`src/hdl/scheme_atom_lexer_defines.svh`:
```
// assertion macros shared by the lexer rtl
`ifndef SCHEME_ATOM_LEXER_DEFINES_SVH
`define SCHEME_ATOM_LEXER_DEFINES_SVH

// checked property, ignored while reset is asserted
`define SAL_ASSERT(lbl, prop, msg) \
    lbl: assert property (@(posedge i_clk) disable iff (!i_rst_n) prop) else $error(msg);

// checked property, also during reset
`define SAL_ASSERT_ALWAYS(lbl, prop, msg) \
    lbl: assert property (@(posedge i_clk) prop) else $error(msg);

`endif

```
`src/hdl/sal_pkg.sv`:
```
// types and constants of the scheme atom lexer
`default_nettype none

package sal_pkg;

    // result value width and number magnitude width
    localparam int unsigned C_VALUE_BITS = 32;
    localparam int unsigned C_MAG_BITS   = C_VALUE_BITS - 1;

    // byte codes the lexer looks for
    localparam logic [7:0] C_CH_TAB   = 8'h09;
    localparam logic [7:0] C_CH_NL    = 8'h0a;
    localparam logic [7:0] C_CH_CR    = 8'h0d;
    localparam logic [7:0] C_CH_SPACE = 8'h20;
    localparam logic [7:0] C_CH_QUOTE = 8'h22;
    localparam logic [7:0] C_CH_HASH  = 8'h23;
    localparam logic [7:0] C_CH_MINUS = 8'h2d;
    localparam logic [7:0] C_CH_ZERO  = 8'h30;
    localparam logic [7:0] C_CH_NINE  = 8'h39;
    localparam logic [7:0] C_CH_SEMI  = 8'h3b;
    localparam logic [7:0] C_CH_BSL   = 8'h5c;
    localparam logic [7:0] C_CH_F     = 8'h66;
    localparam logic [7:0] C_CH_T     = 8'h74;

    typedef logic [C_VALUE_BITS-1:0] t_value;
    typedef logic [C_MAG_BITS-1:0]   t_mag;

    localparam t_mag C_MAG_MAX = {C_MAG_BITS{1'b1}};

    typedef enum logic [1:0] {
        KIND_NUMBER,
        KIND_BOOL,
        KIND_CHAR,
        KIND_ERROR
    } t_kind;

    typedef enum logic [1:0] {
        ERR_NONE,
        ERR_NOT_DIGIT,
        ERR_UNKNOWN,
        ERR_SPACE_AFTER_BSL
    } t_err;

    typedef enum logic [2:0] {
        MODE_IDLE,
        MODE_COMMENT,
        MODE_MINUS,
        MODE_NUMBER,
        MODE_HASH,
        MODE_HASH_BSL
    } t_mode;

    // input transaction payload
    typedef struct packed {
        logic [7:0] ch;
        logic       end_of_input;
    } t_in_item;

    // output transaction payload
    typedef struct packed {
        t_kind               kind;
        logic signed [C_VALUE_BITS-1:0] value;
        t_err                error_code;
        logic                saturated;
        logic                last;
    } t_out_item;

    // scanner state carried between bytes
    typedef struct packed {
        t_mode mode;
        t_mag  mag;
        logic  neg;
        logic  clip;
    } t_scan_state;

    // everything one byte produces
    typedef struct packed {
        t_scan_state next;
        logic [1:0]  count;
        t_out_item   res0;
        t_out_item   res1;
    } t_step_out;

endpackage

`default_nettype wire

```
`src/hdl/sal_step.sv`:
```
// next scanner state and up to two results for one input byte
`default_nettype none

module sal_step (
    input  sal_pkg::t_scan_state i_state,
    input  sal_pkg::t_in_item    i_item,
    output sal_pkg::t_step_out   o_step
);

    localparam int unsigned PROD_BITS = sal_pkg::C_MAG_BITS + 4;

    function automatic sal_pkg::t_out_item make_res(
        sal_pkg::t_kind kind, sal_pkg::t_value value, sal_pkg::t_err err, logic sat);
        sal_pkg::t_out_item r;
        r.kind       = kind;
        r.value      = value;
        r.error_code = err;
        r.saturated  = sat;
        r.last       = 1'b0;
        return r;
    endfunction

    logic [7:0]           c;
    logic                 eoi;
    logic                 is_dig;
    logic                 is_sp;
    logic [3:0]           dig;
    sal_pkg::t_mag        dig_mag;
    logic [PROD_BITS-1:0] mag_ext;
    logic [PROD_BITS-1:0] prod;
    logic                 over;
    sal_pkg::t_value      num_abs;
    sal_pkg::t_value      num_val;
    sal_pkg::t_value      char_val;
    sal_pkg::t_value      one_val;
    sal_pkg::t_value      zero_val;
    sal_pkg::t_mode       idle_mode;
    logic                 idle_err;
    logic                 idle_start;
    logic                 use_idle;
    logic                 prim_v;
    sal_pkg::t_out_item   prim;
    sal_pkg::t_out_item   sec;
    logic                 sec_v;
    sal_pkg::t_scan_state nxt;
    sal_pkg::t_out_item   res0;
    sal_pkg::t_out_item   res1;
    logic [1:0]           cnt;

    // byte classes and the decimal accumulate
    always_comb begin
        c        = i_item.ch;
        eoi      = i_item.end_of_input;
        is_dig   = !eoi && (c inside {[sal_pkg::C_CH_ZERO:sal_pkg::C_CH_NINE]});
        is_sp    = (c == sal_pkg::C_CH_SPACE) ||
                   (c inside {[sal_pkg::C_CH_TAB:sal_pkg::C_CH_CR]});
        dig      = 4'(c - sal_pkg::C_CH_ZERO);
        dig_mag  = {{(sal_pkg::C_MAG_BITS-4){1'b0}}, dig};
        mag_ext  = {4'b0000, i_state.mag};
        prod     = (mag_ext << 3) + (mag_ext << 1) + {{(PROD_BITS-4){1'b0}}, dig};
        over     = prod > {4'b0000, sal_pkg::C_MAG_MAX};
        num_abs  = {1'b0, i_state.mag};
        num_val  = i_state.neg ? ({sal_pkg::C_VALUE_BITS{1'b0}} - num_abs) : num_abs;
        char_val = {{(sal_pkg::C_VALUE_BITS-8){1'b0}}, c};
        one_val  = {{(sal_pkg::C_VALUE_BITS-1){1'b0}}, 1'b1};
        zero_val = '0;
    end

    // what a byte does between tokens
    always_comb begin
        idle_mode  = sal_pkg::MODE_IDLE;
        idle_err   = 1'b0;
        idle_start = 1'b0;
        if (eoi || is_sp) begin
            idle_mode = sal_pkg::MODE_IDLE;
        end else if (c == sal_pkg::C_CH_SEMI) begin
            idle_mode = sal_pkg::MODE_COMMENT;
        end else if (is_dig) begin
            idle_mode  = sal_pkg::MODE_NUMBER;
            idle_start = 1'b1;
        end else if (c == sal_pkg::C_CH_MINUS) begin
            idle_mode = sal_pkg::MODE_MINUS;
        end else if (c == sal_pkg::C_CH_HASH) begin
            idle_mode = sal_pkg::MODE_HASH;
        end else begin
            idle_err = 1'b1;
        end
    end

    // scanner transition and first result
    always_comb begin
        nxt      = i_state;
        prim_v   = 1'b0;
        prim     = make_res(sal_pkg::KIND_ERROR, zero_val, sal_pkg::ERR_UNKNOWN, 1'b0);
        use_idle = 1'b0;
        case (i_state.mode)
            sal_pkg::MODE_COMMENT: begin
                if (eoi || c == sal_pkg::C_CH_NL) begin
                    nxt.mode = sal_pkg::MODE_IDLE;
                end
            end
            sal_pkg::MODE_MINUS: begin
                if (is_dig) begin
                    nxt.mode = sal_pkg::MODE_NUMBER;
                    nxt.mag  = dig_mag;
                    nxt.neg  = 1'b1;
                    nxt.clip = 1'b0;
                end else begin
                    prim_v   = 1'b1;
                    use_idle = 1'b1;
                end
            end
            sal_pkg::MODE_NUMBER: begin
                if (is_dig) begin
                    if (over) begin
                        nxt.mag  = sal_pkg::C_MAG_MAX;
                        nxt.clip = 1'b1;
                    end else begin
                        nxt.mag = prod[sal_pkg::C_MAG_BITS-1:0];
                    end
                end else if (eoi || is_sp || c == sal_pkg::C_CH_QUOTE ||
                             c == sal_pkg::C_CH_SEMI) begin
                    prim_v   = 1'b1;
                    prim     = make_res(sal_pkg::KIND_NUMBER, num_val, sal_pkg::ERR_NONE,
                                        i_state.clip);
                    nxt.mag  = '0;
                    nxt.neg  = 1'b0;
                    nxt.clip = 1'b0;
                    use_idle = 1'b1;
                end else begin
                    prim_v   = 1'b1;
                    prim     = make_res(sal_pkg::KIND_ERROR, zero_val,
                                        sal_pkg::ERR_NOT_DIGIT, 1'b0);
                    nxt.mode = sal_pkg::MODE_IDLE;
                    nxt.mag  = '0;
                    nxt.neg  = 1'b0;
                    nxt.clip = 1'b0;
                end
            end
            sal_pkg::MODE_HASH: begin
                nxt.mode = sal_pkg::MODE_IDLE;
                if (!eoi && c == sal_pkg::C_CH_T) begin
                    prim_v = 1'b1;
                    prim   = make_res(sal_pkg::KIND_BOOL, one_val, sal_pkg::ERR_NONE, 1'b0);
                end else if (!eoi && c == sal_pkg::C_CH_F) begin
                    prim_v = 1'b1;
                    prim   = make_res(sal_pkg::KIND_BOOL, zero_val, sal_pkg::ERR_NONE, 1'b0);
                end else if (!eoi && c == sal_pkg::C_CH_BSL) begin
                    nxt.mode = sal_pkg::MODE_HASH_BSL;
                end else begin
                    prim_v   = 1'b1;
                    use_idle = 1'b1;
                end
            end
            sal_pkg::MODE_HASH_BSL: begin
                nxt.mode = sal_pkg::MODE_IDLE;
                prim_v   = 1'b1;
                if (eoi || is_sp) begin
                    prim = make_res(sal_pkg::KIND_ERROR, zero_val,
                                    sal_pkg::ERR_SPACE_AFTER_BSL, 1'b0);
                end else begin
                    prim = make_res(sal_pkg::KIND_CHAR, char_val, sal_pkg::ERR_NONE, 1'b0);
                end
            end
            default: begin
                use_idle = 1'b1;
            end
        endcase

        // byte handled again as the start of a new token
        if (use_idle) begin
            nxt.mode = idle_mode;
            if (idle_start) begin
                nxt.mag  = dig_mag;
                nxt.neg  = 1'b0;
                nxt.clip = 1'b0;
            end
        end
    end

    // pack results into slots and mark the final one
    always_comb begin
        sec_v = use_idle && idle_err;
        sec   = make_res(sal_pkg::KIND_ERROR, zero_val, sal_pkg::ERR_UNKNOWN, 1'b0);
        if (prim_v) begin
            res0 = prim;
            res1 = sec;
            cnt  = sec_v ? 2'd2 : 2'd1;
        end else begin
            res0 = sec;
            res1 = sec;
            cnt  = sec_v ? 2'd1 : 2'd0;
        end
        if (cnt == 2'd2) begin
            res1.last = 1'b1;
        end else begin
            res0.last = 1'b1;
        end
        o_step.next  = nxt;
        o_step.count = cnt;
        o_step.res0  = res0;
        o_step.res1  = res1;
    end

endmodule

`default_nettype wire

```
`src/hdl/scheme_atom_lexer.sv`:
```
// top level of the scheme atom lexer: input register, scanner state, result queue
//
// channel | dir | handshake                | payload
// in      | in  | i_in_valid / o_in_stall  | sal_pkg::t_in_item (ch, end_of_input)
// out     | out | o_out_valid / i_out_stall| sal_pkg::t_out_item (kind .. last)
//
// one byte per cycle enters the input register while the input is not stalled;
// once the queue has room the scanner step runs on the registered byte and
// pushes zero, one or two results into a four-entry result queue; the single
// output port delivers one result per cycle while not stalled, so bytes flow at
// one per cycle while the results keep pace; a two-result byte takes two outputs
// reset (synchronous) clears the scanner to idle and empties the queue
// an output stall fills the queue; the input stalls while a byte waits and the
// queue has fewer than two free entries
`default_nettype none
`include "scheme_atom_lexer_defines.svh"

module scheme_atom_lexer (
    input  wire                 i_clk,
    input  wire                 i_rst_n,
    input  wire                 i_in_valid,
    output logic                o_in_stall,
    input  sal_pkg::t_in_item   i_in_item,
    output logic                o_out_valid,
    input  wire                 i_out_stall,
    output sal_pkg::t_out_item  o_out_item
);

    localparam int unsigned QUEUE_DEPTH = 4;
    localparam int unsigned PTR_BITS    = $clog2(QUEUE_DEPTH);
    localparam int unsigned CNT_BITS    = $clog2(QUEUE_DEPTH + 1);

    logic                 r_in_valid;
    logic                 n_in_valid;
    sal_pkg::t_in_item    r_in_item;
    sal_pkg::t_scan_state r_state;
    sal_pkg::t_step_out   step;
    sal_pkg::t_out_item   r_queue [QUEUE_DEPTH];
    logic [PTR_BITS-1:0]  r_wr_ptr;
    logic [PTR_BITS-1:0]  n_wr_ptr;
    logic [PTR_BITS-1:0]  wr_ptr_inc;
    logic [PTR_BITS-1:0]  r_rd_ptr;
    logic [PTR_BITS-1:0]  n_rd_ptr;
    logic [CNT_BITS-1:0]  r_count;
    logic [CNT_BITS-1:0]  n_count;
    logic                 room;
    logic                 fire;
    logic                 in_take;
    logic                 out_take;
    logic [CNT_BITS-1:0]  push_n;

    // scanner step on the registered byte
    sal_step u_step (
        .i_state (r_state),
        .i_item  (r_in_item),
        .o_step  (step)
    );

    // stall and valid outputs from registered state only, plus next pointers and count
    always_comb begin
        room        = r_count <= CNT_BITS'(QUEUE_DEPTH - 2);
        fire        = r_in_valid && room;
        o_in_stall  = r_in_valid && !room;
        in_take     = i_in_valid && !o_in_stall;
        o_out_valid = r_count != '0;
        out_take    = o_out_valid && !i_out_stall;
        o_out_item  = r_queue[r_rd_ptr];
        push_n      = fire ? CNT_BITS'(step.count) : '0;
        wr_ptr_inc  = r_wr_ptr + PTR_BITS'(1);
        n_in_valid  = in_take || (r_in_valid && !fire);
        n_wr_ptr    = r_wr_ptr + PTR_BITS'(push_n);
        n_rd_ptr    = out_take ? (r_rd_ptr + PTR_BITS'(1)) : r_rd_ptr;
        n_count     = r_count + push_n - CNT_BITS'(out_take);
    end

    // control registers and scanner state
    always_ff @(posedge i_clk) begin
        if (!i_rst_n) begin
            r_in_valid   <= 1'b0;
            r_wr_ptr     <= '0;
            r_rd_ptr     <= '0;
            r_count      <= '0;
            r_state.mode <= sal_pkg::MODE_IDLE;
            r_state.mag  <= '0;
            r_state.neg  <= 1'b0;
            r_state.clip <= 1'b0;
        end else begin
            r_in_valid <= n_in_valid;
            r_wr_ptr   <= n_wr_ptr;
            r_rd_ptr   <= n_rd_ptr;
            r_count    <= n_count;
            if (fire) begin
                r_state <= step.next;
            end
        end
    end

    // input payload register
    always_ff @(posedge i_clk) begin
        if (in_take) begin
            r_in_item <= i_in_item;
        end
    end

    // result queue writes
    always_ff @(posedge i_clk) begin
        if (fire && step.count != 2'd0) begin
            r_queue[r_wr_ptr] <= step.res0;
        end
        if (fire && step.count == 2'd2) begin
            r_queue[wr_ptr_inc] <= step.res1;
        end
    end

    `SAL_ASSERT(a_queue_bound, r_count <= CNT_BITS'(QUEUE_DEPTH), "result queue overflow")
    `SAL_ASSERT(a_push_shows, fire && step.count != 2'd0 |=> o_out_valid, "pushed result not offered")
    `SAL_ASSERT(a_clip_max, r_state.clip |-> r_state.mag == sal_pkg::C_MAG_MAX, "clipped magnitude not at maximum")
    `SAL_ASSERT(a_idle_clear, r_state.mode != sal_pkg::MODE_NUMBER |-> (r_state.mag == '0 && !r_state.neg && !r_state.clip), "number state left dirty")
    `SAL_ASSERT_ALWAYS(a_reset_empty, !i_rst_n |=> !o_out_valid && !o_in_stall, "reset did not empty the lexer")

endmodule

`default_nettype wire
```
`config.mk`:
```
export PLATFORM = sky130hd
export DESIGN_NAME = scheme_atom_lexer
export DESIGN_NICKNAME = d
export VERILOG_FILES = /design/src/hdl/sal_pkg.sv /design/src/hdl/sal_step.sv /design/src/hdl/scheme_atom_lexer.sv
export VERILOG_INCLUDE_DIRS = /design/src /design/src/hdl
export SDC_FILE = /design/constraint.sdc
export NUM_CORES = 1
export LEC_CHECK = 0
export BUFFER_PORTS_ARGS = -buffer_cell sky130_fd_sc_hd__buf_2
export CAP_MARGIN = 20
export CORE_UTILIZATION = 45
export DETAILED_ROUTE_END_ITERATION = 10
export PLACE_DENSITY_LB_ADDON = 0.3
export SETUP_SLACK_MARGIN = 0.3
export SLEW_MARGIN = 10
export SYNTH_ARGS = -nofsm -noshare
export SYNTH_HDL_FRONTEND = slang
export SYNTH_HIERARCHICAL = 1
export SYNTH_SLANG_ARGS = --single-unit
```
`constraint.sdc`:
```
create_clock -name i_clk -period 6.8 [get_ports i_clk]
set_input_delay 1.02 -clock i_clk [delete_from_list [all_inputs] [get_ports i_clk]]
set_output_delay 1.02 -clock i_clk [all_outputs]
set_load 0.05 [all_outputs]
```
# After elaboration in Yosys (flattened, before gate mapping)
# Memories as Yosys holds them, arrays and structs flattened. A register that Yosys moved wholly into a read port is not among the register bits.
# Index checks and enable logic that the tools add are counted.
[totals] out_inout_bits=40 memories=1 ramBits=152 latch_bits=0 word_cells=135 inputBits=13 romBits=0 reg_bits=53
[classes] eq_ne=19 reduce_logical=31 bitwise_logic=0 mul=0 div=0 addsub=9 magnitude_cmp=6 shift=0 n_mux=59
[memory_table] name="r_queue" depth=4 width=38 rd=1 rd_clocked_by_memory_dff=1 write_ports=2 line_no="scheme_atom_lexer.sv:38" text="sal_pkg::t_out_item r_queue [QUEUE_DEPTH];"
[op_table] op="2-to-1 mux 38 bit" count=5
[op_table] op="one-hot mux 38 bit (3 select lines)" count=1
[op_table] op="2-to-1 mux 36 bit" count=2
[op_table] op="one-hot mux 33 bit (2 select lines)" count=1
[op_table] op="2-to-1 mux 31 bit" count=2
[op_table] op="equality test 8 x 6 -> 1 bit, second input constant" count=5
[op_table] op="2-to-1 mux 37 bit" count=1
[op_table] op="adder 34 x 32 -> 35 bit" count=1
[op_table] op="adder 35 x 4 -> 35 bit" count=1
[op_table] op="> comparator 35 x 31 -> 1 bit, second input constant" count=1
[op_table] op="2-to-1 mux 3 bit" count=11
[op_table] op="2-to-1 mux 33 bit" count=1
[op_table] op="2-to-1 mux 32 bit" count=1
[op_table] op="subtractor 1 x 31 -> 32 bit, first input constant" count=1
[op_table] op="2-to-1 mux 1 bit" count=26
[op_table] op="equality test 8 x 7 -> 1 bit, second input constant" count=3
[op_table] op="one-hot mux 3 bit (5 select lines)" count=1
[op_table] op="logical AND 1 bit" count=14
[op_table] op="2-to-1 mux 2 bit" count=5
[op_table] op="equality test 8 x 4 -> 1 bit, second input constant" count=1
[op_table] op=">= comparator 8 x 4 -> 1 bit, second input constant" count=1
[op_table] op=">= comparator 8 x 6 -> 1 bit, second input constant" count=1
[op_table] op="less-or-equal comparator 8 x 4 -> 1 bit, second input constant" count=1
[op_table] op="less-or-equal comparator 8 x 6 -> 1 bit, second input constant" count=1
[op_table] op="22 further kinds" count=36

# Depth between registers and ports, before layout
# Gate-level depths: netlist of run 1.
[logic_depth] ltp_word=16 depth_mapped=19 ltp_nobuf=18

# Cells and area by module
# The synthesis of run 1 kept the hierarchy.
[modules_own_cells] mod="scheme_atom_lexer" area_per_inst_um2=9784.4 seq_area_each_um2=5755.5 cells_per_inst=610 instances=1
[modules_own_cells] mod="sal_step" area_per_inst_um2=4159.0 seq_area_each_um2=0.0 cells_per_inst=609 instances=1

# Worst setup path before layout of run 1
# OpenSTA, ideal clock, no wires.
[synth_timing] kind="reg-to-reg" from="reg r_in_item[6] in the netlist's numbering" to="mem r_queue[1][0] in the netlist's numbering (enable)" stages_incl_launch_ff=13 n_path_buf=1 setup_ns=0.491 period_less_slack_ns=5.875 slack_ns=0.925 t_required_ns=6.309 arrival_ns=5.384 cell_sequence="edfxtp_1 > buf_2 > or3b_2 > or4_1 > o32a_1 > nor2_1 > a311o_1 > nand2b_1 > nand2b_1 > nor2_1 > ha_1 > nand2_1 > a211oi_1"
[synth_rtl] item="start, declared" line_no="scheme_atom_lexer.sv:35" text="sal_pkg::t_in_item r_in_item;"
[synth_rtl] item="start signal, assigned" line_no="scheme_atom_lexer.sv:101" text="r_in_item <= i_in_item;"
[synth_rtl] item="end, declared" line_no="scheme_atom_lexer.sv:38"

==> results.sh, run 1 <==
export IMPL_yosysWarnings=6
export IMPL_slew_violations=0
export IMPL_wl_met2_um=15420
export IMPL_worstReg2RegStart="r_state[2]"
export IMPL_core_area_um2=30510
export IMPL_final_common_cell="edfxtp_1"
export IMPL_first_pass_iters=7
export IMPL_drt_iter0_drc=687
export IMPL_r2r_end="r_state[26]"
export IMPL_die_w_um=178.0
export IMPL_placementRows=64
export IMPL_fin_tns_setup_ps=0
export IMPL_vdd_ir_drop_max_mv=0.1286
export IMPL_cts_repair_resized=0
export IMPL_final_cell_mix="edfxtp_1, a21oi_1, o21ai_0, mux2_4, mux2_2"
export IMPL_cap_viol_max_count=0
export IMPL_worst_path_max_delay_cell="fa_1"
export IMPL_dieArea_um2=31690
export IMPL_clockRootBuffer="clkbuf_16"
export IMPL_synthArstFlopShare=0
export IMPL_rsz0062_at_grt="no"
export IMPL_cp_start_kind="flop"
export IMPL_avgSynthCellArea_um2=11.44
export IMPL_cts_hold_buf=0
export IMPL_rr_worst_depth=15
export IMPL_r2r_slack_ps=2450
export IMPL_num_nets_final=1324
export IMPL_cts_max_path_buffers=3
export IMPL_slew_headroom=0.2912
export IMPL_track_usage=0.2091
export IMPL_period_minus_slack_ps=4349
export IMPL_top_layer="met4"
export IMPL_grt_pass1_vias=9675
export IMPL_yosysSeqAreaShare=0.4128
export IMPL_n_antenna_cell=0
export IMPL_p_leak_nw=6.029
export IMPL_hold_path_class="reg2reg"
export IMPL_crit_path_frequent_cell="a21oi_1"
export IMPL_cts_max_level=1
export IMPL_crit_arrival_ps=4780
export IMPL_insertion_delay_ps=510
export IMPL_drc=0
export IMPL_gp_congestion=0.8670
export IMPL_cts_sinks=207
export IMPL_total_power_mw=3.473
export IMPL_gr_total_overflow=0
export IMPL_drive_gt1_frac=0.2538
export IMPL_wl_met1_um=15310
export IMPL_ys_types=76
export IMPL_routedWlPerCell_um=19.76
export IMPL_area_delta_synth_final_pct=8.839
export IMPL_numCtsBuffers=23
export IMPL_crit_fanout=10
export IMPL_synth_edff_count=161
export IMPL_hold_viol=0
export IMPL_crit_type="reg2reg"
export IMPL_dominantRegCellSynth="edfxtp_1"
export IMPL_fin_crit_sh=0.6396
export IMPL_syn_inst=1219
export IMPL_finClkSkew_ps=24.76
export IMPL_grt_max_degree=46
export IMPL_vias=9690
export IMPL_io_buffers=52
export IMPL_dp_hpwl_um=20860
export IMPL_dp_cells=1611
export IMPL_outcome="complete, no violations"
export IMPL_grt_pass1_wl_um=52550
export IMPL_netlist_area_um2=13940
export IMPL_p_per_area_nw_per_um2=228.9
export IMPL_holdPathStages=2
export IMPL_post_cts_buffers=0
export IMPL_path_cells="inv_1, fa_1, fa_1, nand2b_1, a21oi_1, o211ai_1, o211a_1, a22oi_2, and2b_1, o31ai_2, a21oi_1, buf_4, a221o_1, nand3_1, a21oi_1"
export IMPL_worst_slew_pin_slew_ps=1063
export IMPL_io_pins=53
export IMPL_cp_end_kind="flop"
export IMPL_tritoncts="built"
export IMPL_clk_pin_slew_ps=60
export IMPL_finalWirelength_um=32670
export IMPL_setup_viol=0
export IMPL_antenna_found_initial=0
export IMPL_die_height_um=178.0
export IMPL_fmax_mhz=229.9
export IMPL_drtAntennaViolNets=0
export IMPL_holdWs_ps=487.3
export IMPL_routed_wl_met3_um=1359
export IMPL_viasPerCell=5.862
export IMPL_instances_no_fill=1653
export IMPL_critPathRequiredTime_ps=7230
export IMPL_worstHoldStart="r_rd_ptr[1]"
export IMPL_start_util=0.4570
export IMPL_critPathMaxStageDelay_ps=550
export IMPL_ys_ff_latch=207
## sequential cells by signal (all words and copies together) (netlist names), named ones only
register,count
r_in_item,9
r_wr_ptr,2
r_queue,152
r_in_valid,1
r_state,36
r_count,3
r_rd_ptr,2
## cells by family after synthesis
| logic type | Yosys count | share of synthesized area |
|---|---|---|
| AOI/OAI and AO/OA | 298 | 0.1333 |
| DFF | 207 | 0.4128 |
| adders and majority gates | 70 | 0.06443 |
| xor gates and xnor gates | 56 | 0.03518 |
| buffers and inverters | 139 | 0.05483 |
| muxes | 192 | 0.2071 |
| other | 2 | 0.0005386 |
| and+or+nand+nor | 255 | 0.09180 |
## routing by layer
| metal | global-route usage | up-vias |
|---|---|---|
| li1 | - | 4621 |
| met5 | 0 | - |
| met3 | 0.02131 | 40 |
| met2 | 0.3491 | 241 |
| met1 | 0.2902 | 4788 |
| met4 | 0.05057 | 0 |
## Yosys cell counts (all sizes together) (3+ instances only)
library cell	instances	area share
nand4b	3	0.0019
a311o	3	0.0022
buf	72	0.037
nor2b	8	0.0036
and3	6	0.0031
o21a	5	0.0027
nor2	53	0.014
a22oi	3	0.0020
o31ai	13	0.0083
a221o	15	0.011
xor2	34	0.021
o211ai	5	0.0027
mux2	152	0.14
edfxtp	161	0.35
ha	67	0.060
a31oi	4	0.0018
inv	28	0.0075
a211o	3	0.0019
o21ai	86	0.031
a21o	8	0.0043
and2	8	0.0038
fa	3	0.0043
nand4	10	0.0045
nand3b	3	0.0016
a21oi	107	0.039
nand2b	13	0.0058
o22ai	3	0.0013
nand2	67	0.019
or3	12	0.0054
a211oi	22	0.012
mux4	38	0.061
nand3	46	0.017
xnor2	22	0.014
nor3	15	0.0054
dfxtp	46	0.066
nor3b	3	0.0016
clkbuf	38	0.010
## critical path: cells and delay by family (launching register included)
family / cells / cell delay, ps
AO/OA/AOI/OAI: 8 / 1870
adder cells (fa/ha/maj): 2 / 1030
buffers and inverters: 2 / 470
flip-flops: 1 / 470
AND/OR/NAND/NOR: 3 / 440
## cell type report
type | count | area [µm²]
Fill cell | 2706 | 15330
Sequential cell | 207 | 5758
Clock buffer | 31 | 625.6
Clock inverter | 10 | 153.9
Inverter | 29 | 108.9
Timing Repair Buffer | 72 | 430.4
Multi-Input combinational cell | 908 | 7604
Tap cell | 396 | 495.5
## per-stage QoR
stage | area, µm² | utilization | worst slack [ps]
floorplan | 14070 | - | 925.2
global placement | 14370 | 0.4710 | 2595
detailed placement | 14370 | 0.4710 | 2533
CTS | 15150 | 0.4965 | 2514
global route | 15180 | 0.4974 | 2080
finish | 15180 | 0.4974 | 2451
## worst max-delay path by stage
stage	endpoint	startpoint	depth (start not counted)	slack, ps
after floorplan	r_queue[1][0]	r_in_item[6]	12	930
after detailed placement	r_state[26]	r_state[2]	15	2530
after global placement	r_count[2]	r_in_item[1]	18	2600
final	r_state[26]	r_state[2]	15	2450
after global routing	r_count[2]	r_in_item[1]	18	2080
after CTS	r_state[26]	r_state[2]	15	2510
## where the power goes
part / switching, mW / internal, mW
registers: 0.0453 / 1.39
clock network: 0.505 / 0.796
logic: 0.519 / 0.215
No activity file was read; power rests on OpenSTA's default activity.
==> run 2: changes to the inputs <==
- clock period: 6.8 -> 3.7 ns (I/O delays scaled with it)
==> results.sh, run 2 (same netlist as run 1, synthesis figures left out) <==
export IMPL_cap_viol_max_count=0
export IMPL_num_nets_final=1483
export IMPL_io_buffers=52
export IMPL_p_per_area_nw_per_um2=364.9
export IMPL_outcome="complete, but fails checks"
export IMPL_viasPerCell=5.845
export IMPL_crit_arrival_ps=4210
export IMPL_path_cells="or4b_4, buf_6, o32a_1, nor2_1, a311o_1, nand2b_4, nand2b_4, nor2_4, ha_4, nand3_4, ha_4, inv_2, ha_4, fa_2, xor2_1, and2_1, nor3_2"
export IMPL_numCtsBuffers=23
export IMPL_dieArea_um2=31690
export IMPL_final_common_cell="edfxtp_1"
export IMPL_area_delta_synth_final_pct=26.72
export IMPL_crit_path_frequent_cell="ha_4"
export IMPL_grt_pass1_vias=9853
export IMPL_violations="setup timing"
export IMPL_p_leak_nw=7.256
export IMPL_critPathMaxStageDelay_ps=610
export IMPL_gr_total_overflow=0
export IMPL_crit_type="reg2reg"
export IMPL_top_regs="r_queue x152, r_state x36, r_in_item x9"
export IMPL_grt_max_degree=41
export IMPL_worst_slew_pin_slew_ps=1135
export IMPL_grt_pass1_wl_um=53010
export IMPL_worst_path_max_delay_cell="or4b_4"
export IMPL_vias=10600
export IMPL_die_height_um=178.0
export IMPL_largest_reg_flops=152
export IMPL_io_pins=53
export IMPL_crit_fanout=4
export IMPL_vdd_ir_drop_max_mv=0.2390
export IMPL_tritoncts="built"
export IMPL_dp_cells=1695
export IMPL_die_w_um=178.0
export IMPL_regMostFlops="r_queue"
export IMPL_cp_start_kind="flop"
export IMPL_n_antenna_cell=0
export IMPL_cts_max_path_buffers=3
export IMPL_drive_gt1_frac=0.4016
export IMPL_drtAntennaViolNets=0
export IMPL_dp_hpwl_um=23140
export IMPL_period_minus_slack_ps=3763
export IMPL_cp_end_kind="flop"
export IMPL_final_cell_mix="edfxtp_1, buf_4, a21oi_1, mux2_4, o21ai_0"
export IMPL_drt_iter0_drc=856
export IMPL_gp_congestion=0.9045
export IMPL_start_util=0.4570
export IMPL_fin_crit_sh=1.017
export IMPL_rsz0062_at_grt="yes"
export IMPL_dp_slack_ps=-150.3
export IMPL_fillCellCount=2366
export IMPL_cts_sinks=207
export IMPL_instances_no_fill=1813
export IMPL_slew_violations=0
export IMPL_worst_slack_ps=-62.71
export IMPL_track_usage=0.2120
export IMPL_clk_pin_slew_ps=60
export IMPL_finClkSkew_ps=14.39
export IMPL_placementRows=64
export IMPL_cts_max_level=1
export IMPL_first_pass_iters=4
export IMPL_antenna_found_initial=0
export IMPL_routedWlPerCell_um=21.79
export IMPL_insertion_delay_ps=520
export IMPL_fmax_mhz=265.8
export IMPL_hold_path_class="in2reg"
export IMPL_hold_viol=0
export IMPL_drc=0
export IMPL_core_area_um2=30510
export IMPL_clockRootBuffer="clkbuf_16"
export IMPL_setup_viol=63
export IMPL_finalWirelength_um=39510
export IMPL_critPathRequiredTime_ps=4150
export IMPL_cts_hold_buf=0
export IMPL_slew_headroom=0.2435
[run 2: repair_timing]
item | 4_1_cts | 5_1_grt
resized for setup | 50 | 89
pin swaps | 22 | 33
endpoints found under the setup margin | 337 | 339
endpoints found under the hold margin | 0 | 0
setup buffers | 17 | 20
cloned | 2 | 37
[run 2: layout make-up]
type	instances	area, µm²	area share
well taps	396	495.5	0.02804
inverters	29	108.9	0.006161
multi-input cells	908	8150	0.4613
flip-flops and latches	207	5759	0.3259
repair buffers	231	2421	0.1370
clock buffers	30	634.4	0.03590
clock inverters	12	100.1	0.005665
[run 2: critical path: cells and delay by family, from the launching register on]
family          cells  cell delay (ps)
fa+ha+maj           4             1030
simple gates        8             1400
xor+xnor            1              150
buf+inv             2              180
compound gates      2              490
flops               1              420
[run 2: final timing paths]
kind,startpoint,depth (start not counted),slack (ps),to
worst max register to register,r_in_item[8],17,-60,r_count[2]
worst max-delay path,r_in_item[8],17,-60,r_count[2]
worst min register to register,r_rd_ptr[1],2,470,flop
worst min-delay path,i_in_item[8],1,210,r_in_item[8]
[run 2: power by group]
group	total [mW]	internal, mW	switching (mW)	leakage [nW]
Combinational	1.53	0.511	1.02	5.05
Clock	2.26	1.28	0.977	0.354
Sequential	2.66	2.56	0.0973	1.85
Total	6.45	4.35	2.09	7.26
[run 2: routing by layer]
metal,up-vias,track usage,part of all wire
met3,79,0.02685,0.060
met4,0,0.04879,0.035
li1,4948,-,-
met2,390,0.3598,0.49
met1,5180,0.2869,0.42
met5,-,0,0
[run 2: through the flow]
stage / TNS (ps) / hold WS [ps] / total power [mW] / utilization / area [µm²]
floorplan: -36140 / 445.1 / 3.773 / - / 14320
global placement: -1484 / 450.3 / 4.078 / 0.5006 / 15270
detailed placement: -11870 / 463.3 / 4.090 / 0.5006 / 15270
CTS: -247.5 / 202.0 / 6.331 / 0.5370 / 16380
global route: -22810 / 201.7 / 6.659 / 0.5792 / 17670
finish: -748.4 / 212.6 / 6.448 / 0.5792 / 17670
==> run 3: changes to the inputs <==
- CORE_UTILIZATION: 45 -> 40
- PLACE_DENSITY_LB_ADDON: 0.3 -> default
==> results.sh, run 3 (same netlist as run 1, synthesis figures left out) <==
export IMPL_fillCellCount=2934
export IMPL_area_delta_synth_final_pct=27.23
export IMPL_cts_max_level=1
export IMPL_routed_wl_met3_um=1965
export IMPL_insertion_delay_ps=510
export IMPL_drt_iter0_drc=643
export IMPL_core_area_um2=34460
export IMPL_instances_no_fill=1870
export IMPL_final_cell_mix="edfxtp_1, buf_4, a21oi_1, o21ai_0, mux2_4"
export IMPL_n_antenna_cell=0
export IMPL_dieArea_um2=35610
export IMPL_critPathRequiredTime_ps=4130
export IMPL_p_switching_mw=2.055
export IMPL_dp_cells=1765
export IMPL_p_per_area_nw_per_um2=364.8
export IMPL_wl_met1_um=16610
export IMPL_drive_gt1_frac=0.3929
export IMPL_numCtsBuffers=23
export IMPL_regMostFlops="r_queue"
export IMPL_violations="setup timing"
export IMPL_finClkSkew_ps=11.19
export IMPL_clkPwrFrac=0.352
export IMPL_crit_fanout=4
export IMPL_dpl_cell_area_um2=15470
export IMPL_finalWirelength_um=38460
export IMPL_io_pins=53
export IMPL_die_height_um=188.7
export IMPL_vias=10520
export IMPL_track_usage=0.2030
export IMPL_viasPerCell=5.626
export IMPL_grt_max_degree=39
export IMPL_clk_pin_slew_ps=60
export IMPL_holdWs_ps=225.8
export IMPL_cp_start_kind="flop"
export IMPL_wl_met2_um=18790
export IMPL_slew_headroom=0.2508
export IMPL_cp_end_kind="flop"
export IMPL_p_int_mw=4.415
export IMPL_top_layer="met5"
export IMPL_outcome="complete, but fails checks"
export IMPL_routedWlPerCell_um=20.57
export IMPL_die_w_um=188.7
export IMPL_fmax_mhz=268.4
export IMPL_crit_arrival_ps=4160
export IMPL_setup_viol=3
export IMPL_cap_viol_max_count=0
export IMPL_first_pass_iters=5
export IMPL_gp_congestion=0.8727
export IMPL_worst_slack_ps=-26.35
export IMPL_gr_total_overflow=0
export IMPL_dp_hpwl_um=23910
export IMPL_hold_viol=0
export IMPL_crit_type="reg2reg"
export IMPL_finish_utilization=0.5148
export IMPL_cts_sinks=207
export IMPL_placementRows=68
export IMPL_io_buffers=52
export IMPL_num_nets_final=1482
export IMPL_slew_violations=0
export IMPL_p_sw_frac=0.3176
export IMPL_power_frac_seq=0.407
export IMPL_vdd_ir_drop_max_mv=0.3613
export IMPL_grt_pass1_vias=10270
export IMPL_largest_reg_flops=152
export IMPL_clockRootBuffer="clkbuf_16"
export IMPL_hold_path_class="in2reg"
export IMPL_cts_max_path_buffers=3
export IMPL_comb_power_share=0.241
export IMPL_p_leak_nw=7.215
export IMPL_period_minus_slack_ps=3726
export IMPL_antenna_found_initial=1
export IMPL_final_common_cell="edfxtp_1"
export IMPL_fin_area_um2=17740
export IMPL_top_regs="r_queue x152, r_state x36, r_in_item x9"
export IMPL_rsz0062_at_grt="yes"
export IMPL_drc=0
export IMPL_tritoncts="built"
export IMPL_grt_pass1_wl_um=57400
export IMPL_dp_slack_ps=-114.5
export IMPL_start_util=0.4046
export IMPL_cts_hold_buf=0
export IMPL_fin_crit_sh=1.007
export IMPL_drtAntennaViolNets=0
export IMPL_worst_slew_pin_slew_ps=1124
export IMPL_fin_tns_setup_ps=-40.74
export IMPL_total_power_mw=6.471
==> run 3: changes by cell type in the layout (fill, tap and decap cells not counted), moves of 5 or more <==
| cell | change |
|---|---|
| mux2_4 | -7 |
| clkbuf_16 | -13 |
| o21ai_2 | -6 |
| o21ai_0 | +9 |
| mux2_2 | +7 |
| buf_16 | +15 |
| nand2_1 | +5 |
==> run 3: worst paths after layout <==
path             endpoint    startpoint  depth (start not counted)  slack [ps]
max reg2reg    r_count[2]  r_in_item[8]                         17         -30
min reg2reg          flop   r_rd_ptr[1]                          2         480
min          r_in_item[3]  i_in_item[3]                          1         230
max            r_count[2]  r_in_item[8]                         17         -30
==> run 3: cell type report <==
type	count	area, µm²	area share
flip-flops and latches	207	5761	0.3247
clock buffers	26	586.8	0.03308
clock inverters	15	152.6	0.008605
inverters	29	111.4	0.006277
well taps	455	569.3	0.03209
multi-input cells	908	8050	0.4538
repair buffers	230	2509	0.1414
==> run 3: worst max-delay path, stage by stage, from the launching register on <==
cell and delay, ps:
edfxtp_1 440, or3b_4 400, or4_4 420, o32a_1 170, nor2_1 100, a311o_1 150
nand2b_4 130, nand2b_4 130, nor2_4 40, ha_4 270, nand3_4 70, ha_4 280
inv_2 30, ha_4 150, fa_2 390, xor2_2 150, and2_4 170, nor3_4 150
==> run 3: routing by layer <==
metal | GRT usage | vias to the layer above
li1 | - | 4949
met1 | 0.2725 | 5196
met2 | 0.3538 | 309
met3 | 0.02254 | 64
met4 | 0.03753 | 2
met5 | 0 | -
==> run 3: repair_timing <==
| action | CTS | global route |
|---|---|---|
| gates cloned | 16 | 13 |
| pin swaps | 17 | 29 |
| setup buffers | 25 | 10 |
| gates resized for setup | 54 | 65 |
| setup endpoints to repair | 338 | 340 |
==> run 3: power groups by stage <==
stage | registers (mW) | logic [mW] | clock network, mW
global route | 2.65 | 1.65 | 2.41
floorplan | 2.64 | 1.14 | 0
global placement | 2.68 | 1.42 | 0
CTS | 2.64 | 1.46 | 2.30
finish | 2.64 | 1.56 | 2.27
detailed placement | 2.69 | 1.42 | 0
